==> src/hw/rtl/sopf_pkg.sv <==
// Package for the second-order low-pass filter.
// Holds widths, register indexes, reset values and the gain set type.
`default_nettype none
package sopf_pkg;

  localparam int unsigned SAMPLE_BITS    = 16;
  localparam int unsigned COEF_FRAC_BITS = 16;
  localparam int unsigned GAIN_BITS      = 18;
  localparam int unsigned REG_IDX_BITS   = 2;

  localparam logic [REG_IDX_BITS-1:0] REG_INPUT_GAIN = 2'd0;
  localparam logic [REG_IDX_BITS-1:0] REG_LAST_GAIN  = 2'd1;
  localparam logic [REG_IDX_BITS-1:0] REG_OLDER_GAIN = 2'd2;

  localparam logic [GAIN_BITS-1:0] INPUT_GAIN_RESET = 18'd65536;
  localparam logic [GAIN_BITS-1:0] LAST_GAIN_RESET  = 18'd0;
  localparam logic [GAIN_BITS-1:0] OLDER_GAIN_RESET = 18'd0;

  typedef struct packed {
    logic [GAIN_BITS-1:0] input_gain;
    logic [GAIN_BITS-1:0] last_gain;
    logic [GAIN_BITS-1:0] older_gain;
  } gains_t;

endpackage
`default_nettype wire

==> src/hw/rtl/sopf_in_if.sv <==
// Input stream channel of the filter: valid/ready with one sample per word.
// Width defaults from sopf_pkg.
`default_nettype none
interface sopf_in_if #(
  parameter int unsigned W = sopf_pkg::SAMPLE_BITS
);
  logic         valid;
  logic         ready;
  logic [W-1:0] sample;

  modport source (output valid, output sample, input ready);
  modport sink (input valid, input sample, output ready);
endinterface
`default_nettype wire

==> src/hw/rtl/sopf_out_if.sv <==
// Output stream channel of the filter: valid/ready with one filtered sample per word.
// Width defaults from sopf_pkg.
`default_nettype none
interface sopf_out_if #(
  parameter int unsigned W = sopf_pkg::SAMPLE_BITS
);
  logic         valid;
  logic         ready;
  logic [W-1:0] filtered;

  modport source (output valid, output filtered, input ready);
  modport sink (input valid, input filtered, output ready);
endinterface
`default_nettype wire

==> src/hw/rtl/sopf_dp.sv <==
// Filter datapath: three products, rounding, floor shift and saturation, or x passed through until primed.
// Uses sopf_pkg for the gain set type and gain width.
`default_nettype none
module sopf_dp #(
  parameter int unsigned SAMPLE_BITS    = sopf_pkg::SAMPLE_BITS,
  parameter int unsigned COEF_FRAC_BITS = sopf_pkg::COEF_FRAC_BITS
) (
  input  wire logic signed [SAMPLE_BITS-1:0] x,
  input  wire logic signed [SAMPLE_BITS-1:0] prev_out,
  input  wire logic signed [SAMPLE_BITS-1:0] older_out,
  input  wire sopf_pkg::gains_t              gains,
  input  wire logic                          primed,
  output logic signed [SAMPLE_BITS-1:0]      y
);

  localparam int unsigned GW    = sopf_pkg::GAIN_BITS;
  localparam int unsigned ACC_W = GW + SAMPLE_BITS + 3;
  localparam logic signed [ACC_W-1:0] ROUND_BIAS =
    ACC_W'(64'sd1 <<< (COEF_FRAC_BITS - 1));
  localparam logic signed [ACC_W-1:0] SAT_MAX =
    ACC_W'((64'sd1 <<< (SAMPLE_BITS - 1)) - 64'sd1);
  localparam logic signed [ACC_W-1:0] SAT_MIN = -SAT_MAX - ACC_W'(1);

  logic signed [GW:0]      g_in;
  logic signed [GW:0]      g_last;
  logic signed [GW:0]      g_older;
  logic signed [ACC_W-1:0] p_in;
  logic signed [ACC_W-1:0] p_last;
  logic signed [ACC_W-1:0] p_older;
  logic signed [ACC_W-1:0] acc;
  logic signed [ACC_W-1:0] q;

  assign g_in    = {1'b0, gains.input_gain};
  assign g_last  = {1'b0, gains.last_gain};
  assign g_older = {1'b0, gains.older_gain};

  assign p_in    = ACC_W'(g_in) * ACC_W'(x);
  assign p_last  = ACC_W'(g_last) * ACC_W'(prev_out);
  assign p_older = ACC_W'(g_older) * ACC_W'(older_out);

  assign acc = p_in + p_last - p_older + ROUND_BIAS;
  assign q   = acc >>> COEF_FRAC_BITS;

  always_comb begin
    if (!primed) begin
      y = x;
    end else if (q > SAT_MAX) begin
      y = SAT_MAX[SAMPLE_BITS-1:0];
    end else if (q < SAT_MIN) begin
      y = SAT_MIN[SAMPLE_BITS-1:0];
    end else begin
      y = q[SAMPLE_BITS-1:0];
    end
  end

endmodule
`default_nettype wire

==> src/hw/rtl/second_order_low_pass_filter.sv <==
// Second-order low-pass filter, top level: gain registers, history and output register.
// Depends on sopf_pkg, sopf_in_if, sopf_out_if and sopf_dp.
//
//   channel   kind         word
//   samples   in stream    sample   (signed, SAMPLE_BITS)
//   results   out stream   filtered (signed, SAMPLE_BITS)
//   wr_*      write port   wr_index selects gain, wr_data 18 bits
//
// One word a cycle unless results stall; each result is offered in the next cycle.
// The output history feeds straight back into the multiply-add, so the whole
// sum is formed in the cycle the sample is taken.
// Reset loads the default gains and clears history and the priming count.
// samples.ready is high while the output register is empty or being drained.
`default_nettype none
module second_order_low_pass_filter #(
  parameter int unsigned SAMPLE_BITS    = sopf_pkg::SAMPLE_BITS,
  parameter int unsigned COEF_FRAC_BITS = sopf_pkg::COEF_FRAC_BITS
) (
  input  wire logic                                  clk,
  input  wire logic                                  rst,
  sopf_in_if.sink                                    samples,
  sopf_out_if.source                                 results,
  input  wire logic                                  wr_en,
  input  wire logic [sopf_pkg::REG_IDX_BITS-1:0]     wr_index,
  input  wire logic [sopf_pkg::GAIN_BITS-1:0]        wr_data
);

  sopf_pkg::gains_t               gains;
  logic signed [SAMPLE_BITS-1:0]  prev_out;
  logic signed [SAMPLE_BITS-1:0]  older_out;
  logic [1:0]                     prime_count;
  logic signed [SAMPLE_BITS-1:0]  filtered;
  logic                           out_valid;
  logic signed [SAMPLE_BITS-1:0]  x;
  logic signed [SAMPLE_BITS-1:0]  y;
  logic                           take;

  assign x             = samples.sample;
  assign samples.ready = !out_valid || results.ready;
  assign take          = samples.valid && samples.ready;

  assign results.valid    = out_valid;
  assign results.filtered = filtered;

  sopf_dp #(
    .SAMPLE_BITS    (SAMPLE_BITS),
    .COEF_FRAC_BITS (COEF_FRAC_BITS)
  ) u_dp (
    .x         (x),
    .prev_out  (prev_out),
    .older_out (older_out),
    .gains     (gains),
    .primed    (prime_count[1]),
    .y         (y)
  );

  always_ff @(posedge clk) begin
    if (rst) begin
      gains.input_gain <= sopf_pkg::INPUT_GAIN_RESET;
      gains.last_gain  <= sopf_pkg::LAST_GAIN_RESET;
      gains.older_gain <= sopf_pkg::OLDER_GAIN_RESET;
    end else if (wr_en) begin
      case (wr_index)
        sopf_pkg::REG_INPUT_GAIN: gains.input_gain <= wr_data;
        sopf_pkg::REG_LAST_GAIN:  gains.last_gain  <= wr_data;
        sopf_pkg::REG_OLDER_GAIN: gains.older_gain <= wr_data;
        default: ;
      endcase
    end
  end

  always_ff @(posedge clk) begin
    if (rst) begin
      prev_out    <= '0;
      older_out   <= '0;
      prime_count <= '0;
      out_valid   <= 1'b0;
    end else begin
      if (take) begin
        older_out <= prev_out;
        prev_out  <= y;
        if (!prime_count[1]) begin
          prime_count <= prime_count + 2'd1;
        end
        out_valid <= 1'b1;
      end else if (results.ready) begin
        out_valid <= 1'b0;
      end
    end
  end

  always_ff @(posedge clk) begin
    if (take) begin
      filtered <= y;
    end
  end

endmodule
`default_nettype wire

==> src/flat_wrapper.sv <==
// flat-port wrapper written by rule: the top's interface ports become plain ports
module second_order_low_pass_filter_flat 
#(
  parameter int unsigned SAMPLE_BITS    = sopf_pkg::SAMPLE_BITS,
  parameter int unsigned COEF_FRAC_BITS = sopf_pkg::COEF_FRAC_BITS
)
  (clk, rst, wr_en, wr_index, wr_data, samples_valid, samples_sample, samples_ready, results_valid, results_filtered, results_ready);
  sopf_in_if samples_i ();
  sopf_out_if results_i ();
  input  wire logic clk;
  input  wire logic rst;
  input  wire logic wr_en;
  input  wire logic [sopf_pkg::REG_IDX_BITS-1:0] wr_index;
  input  wire logic [sopf_pkg::GAIN_BITS-1:0] wr_data;
  input wire logic [$bits(samples_i.valid)-1:0] samples_valid;
  input wire logic [$bits(samples_i.sample)-1:0] samples_sample;
  output wire logic [$bits(samples_i.ready)-1:0] samples_ready;
  output wire logic [$bits(results_i.valid)-1:0] results_valid;
  output wire logic [$bits(results_i.filtered)-1:0] results_filtered;
  input wire logic [$bits(results_i.ready)-1:0] results_ready;
  assign samples_i.valid = samples_valid;
  assign samples_i.sample = samples_sample;
  assign samples_ready = samples_i.ready;
  assign results_valid = results_i.valid;
  assign results_filtered = results_i.filtered;
  assign results_i.ready = results_ready;
  second_order_low_pass_filter #(.SAMPLE_BITS(SAMPLE_BITS), .COEF_FRAC_BITS(COEF_FRAC_BITS)) u_core (.clk(clk), .rst(rst), .samples(samples_i), .results(results_i), .wr_en(wr_en), .wr_index(wr_index), .wr_data(wr_data));
endmodule
==> config.mk <==
export PLATFORM = sky130hd
export DESIGN_NAME = second_order_low_pass_filter_flat
export DESIGN_NICKNAME = d
export VERILOG_FILES = /design/src/hw/rtl/sopf_pkg.sv /design/src/hw/rtl/sopf_in_if.sv /design/src/hw/rtl/sopf_out_if.sv /design/src/hw/rtl/sopf_dp.sv /design/src/hw/rtl/second_order_low_pass_filter.sv /design/src/flat_wrapper.sv
export SDC_FILE = /design/constraint.sdc
export NUM_CORES = 2
export LEC_CHECK = 0
export BUFFER_PORTS_ARGS = -buffer_cell sky130_fd_sc_hd__clkbuf_2
export CORE_MARGIN = 1
export CORE_UTILIZATION = 25
export DETAILED_ROUTE_END_ITERATION = 10
export GPL_TIMING_DRIVEN = 1
export PLACE_DENSITY = 0.48
export SLEW_MARGIN = 30
export SYNTH_ARGS = -nofsm -noshare
export SYNTH_HDL_FRONTEND = slang
export SYNTH_SLANG_ARGS = --single-unit
==> constraint.sdc <==
create_clock -name clk -period 14.4 [get_ports clk]
set_input_delay 0 -clock clk [delete_from_list [all_inputs] [get_ports clk]]
set_output_delay 0 -clock clk [all_outputs]
set_load 0.01 [all_outputs]
==> flow_summary_export.csv <==
group,metric,value,unit
status,status,"finished, final reports clean",
worst_setup_path,worstSetupPathType,"reg2reg",
worst_setup_path,cp.arrival,10.12,ns
worst_setup_path,cpPeakStageDelay,0.97,ns
layout,fin_cells,5580,
route,ant_nets,0,
worst_setup_path,crit_top_cell,"fa_1",
global_routing,grt_max_degree,72,
route,via_per_inst,4.36,
sta,drv_slew,0,
die,coreArea,136000,um^2
worst_setup_path,crit_path_max_fanout,18,
worst_setup_path,cp.required,14.72,ns
synth,ys.warnings.count,0,
job,drv_cap,0,
die,dieArea,139000,um^2
die,rows,135,
sta,fmax,102,MHz
sta,finalCriticalPeriod,9.80,ns
layout,area_growth,7.32,%
worst_setup_path,cp_slowest_cell,"dfxtp_1",
layout,layout_common_cells,"inv_1, fa_1, nand2_1, and2_1, ha_1",
placed_design,dp.cells,5542,
worst_setup_path,cp-start-kind,"flop",
global_routing,overflow,0,
clocking,root_buffer,"clkbuf_16",
route,wirelength,105,mm
sta,timing.final.crit_share,68.0,%
route,wire_per_inst,18.8,um
placed_design,gp_congestion,0.917,
sta,finalHoldViolations,0,
layout,layout-drive-gt1-share,3.61,%
sta,skew,0.0165,ns
synth,netlist_top_cells_area,"fa_1, inv_1, ha_1",
synth,synth_area,34400,um^2
clocking,clock_path_buffers,2,
global_routing,first_global_vias,27200,
synth,synth_top_area_share,47.9,%
layout,final_nets,4956,
worst_setup_path,cp-end-kind,"flop",
synth,synth.distinct_cells,69,
layout,fin_util,27.1,%
clocking,clkSlewWorstSetupHoldPaths,0.09,ns
synth,synth_cells,3842,
route,drc,0,
route,first_pass_iters,6,
global_routing,antenna_found_initial,1,
clocking,numCtsBuffers,9,
layout,layout_commonest_cell,"inv_1",
synth,synth_edf_count,16,
placed_design,dpl.hpwl,88.2,mm
global_routing,grt_pass1_wl,167,mm
clocking,cts_resized,0,
sta,worstMarginPinSlew,0.997,ns
hold_path,hold_class,"in2reg",
die,start_util,25.3,%
synth,postSynthAreaPerCell,8.94,um^2
placed_design,portBuffers,58,
die,die_h,373,um
route,dr.first_iter.drc_count,1474,
synth,synth_seq_area_share,6.58,%
synth,ys_seq_elements,105,
synth,synth.net_count,5005,
clocking,cts.sinks,105,
clocking,cts_tree,"done",
synth,ys_async_sr_fraction,0,%
global_routing,grt.total_usage,15.8,%
die,ios,59,
clocking,cts.hold.buffers_added,21,
placed_design,place_area,36400,um^2
layout,final_area,36900,um^2
synth,ys.flop_type,"dfxtp_1",
clocking,cts_htree_levels,3,
synth,synth_area_leader_cell,"fa_1",
sta,rsz0062_at_grt,"no",
layout,fillers,14600,
clocking,post-cts-setup-buffers,0,
sta,slew_headroom,33.5,%
route,dr_total_vias,24300,
clocking,clk_latency,0.41,ns
sta,fin_setup_tns,0,ns
sta,setup_violations,0,
die,die_x,373,um
-- sequential cells by signal, summed over array words and instances (netlist names) --
signal                   count
u_core.older_out            16
u_core.results.valid         1
u_core.prev_out             16
u_core.prime_count           2
u_core.gains                54
u_core.results.filtered     16
-- cell families (layout without fill, tap and decap cells) --
logic type / Yosys count / after routing / synth area share (%)
buf+inv: 1212 / 1168 / 13.6
simple gates: 1161 / 1161 / 16.3
fa+ha+maj: 1122 / 1122 / 58.8
compound gates: 210 / 210 / 3.87
flops: 105 / 105 / 6.58
xor+xnor: 27 / 27 / 0.688
mux: 4 / 4 / 0.124
other cells: 1 / 2 / 0.0109
-- area by class of cell --
type | instances | area [um^2] | area share [%]
Clock buffer | 11 | 233 | 0.631
Clock inverter | 5 | 62.6 | 0.170
Inverter | 1043 | 3920 | 10.6
Sequential cell | 105 | 2260 | 6.14
Timing Repair Buffer | 109 | 726 | 1.97
Tap cell | 1781 | 2230 | 6.04
Multi-Input combinational cell | 2525 | 27400 | 74.4
Antenna cell | 1 | 2.50 | 0.00679
-- synthesized netlist by cell type, types with 6 or more instances --
master	count
a21oi_2	11
and2_1	398
a21oi_1	111
edfxtp_1	16
a21o_1	11
nor2_1	75
nand2_1	600
xor2_1	6
o31ai_1	13
inv_1	1042
a211oi_1	6
fa_1	822
clkbuf_1	150
dfxtp_1	89
nor2b_1	18
ha_1	300
nand2b_1	26
xnor2_1	21
clkbuf_8	8
nor3_1	6
o21ai_0	20
-- worst max-delay path, delay by kind of cell (launching register included) --
family	cells	cell delay, ns
adders and majority gates	10	4.84
and+or+nand+nor	3	0.47
buffers and inverters	7	0.34
DFF	1	0.97
xor gates and xnor gates	1	0.20
AOI/OAI and AO/OA	7	2.88
-- worst paths after layout --
kind / from / to / slack [ns] / depth (start not counted)
setup / recovery: u_core.gains[49] / u_core.prev_out[10] / 4.60 / 28
hold / removal: samples_sample[0] / u_core.prev_out[0] / 0.19 / 4
setup reg to reg: u_core.gains[49] / u_core.prev_out[10] / 4.60 / 28
hold reg to reg: u_core.prime_count[0] / u_core.prime_count[0] / 0.50 / 2
-- layer usage --
| layer | GRT usage, % | part of all wire [%] |
|---|---|---|
| met1 | 19.9 | 41 |
| met2 | 28.7 | 52 |
| met3 | 0.889 | 2.9 |
| met4 | 5.07 | 3.5 |
| met5 | 0 | 0 |
-- metrics by stage --
step                setup slack, ns  hold WS [ns]
floorplan                      6.37         0.124
global placement               4.67         0.235
detailed placement             4.84         0.250
CTS                            4.81         0.172
global route                   4.33         0.232
finish                         4.60         0.187
Power is not shown: default switching activity piles up to over one toggle a cycle in this logic, so the estimate is an artifact.
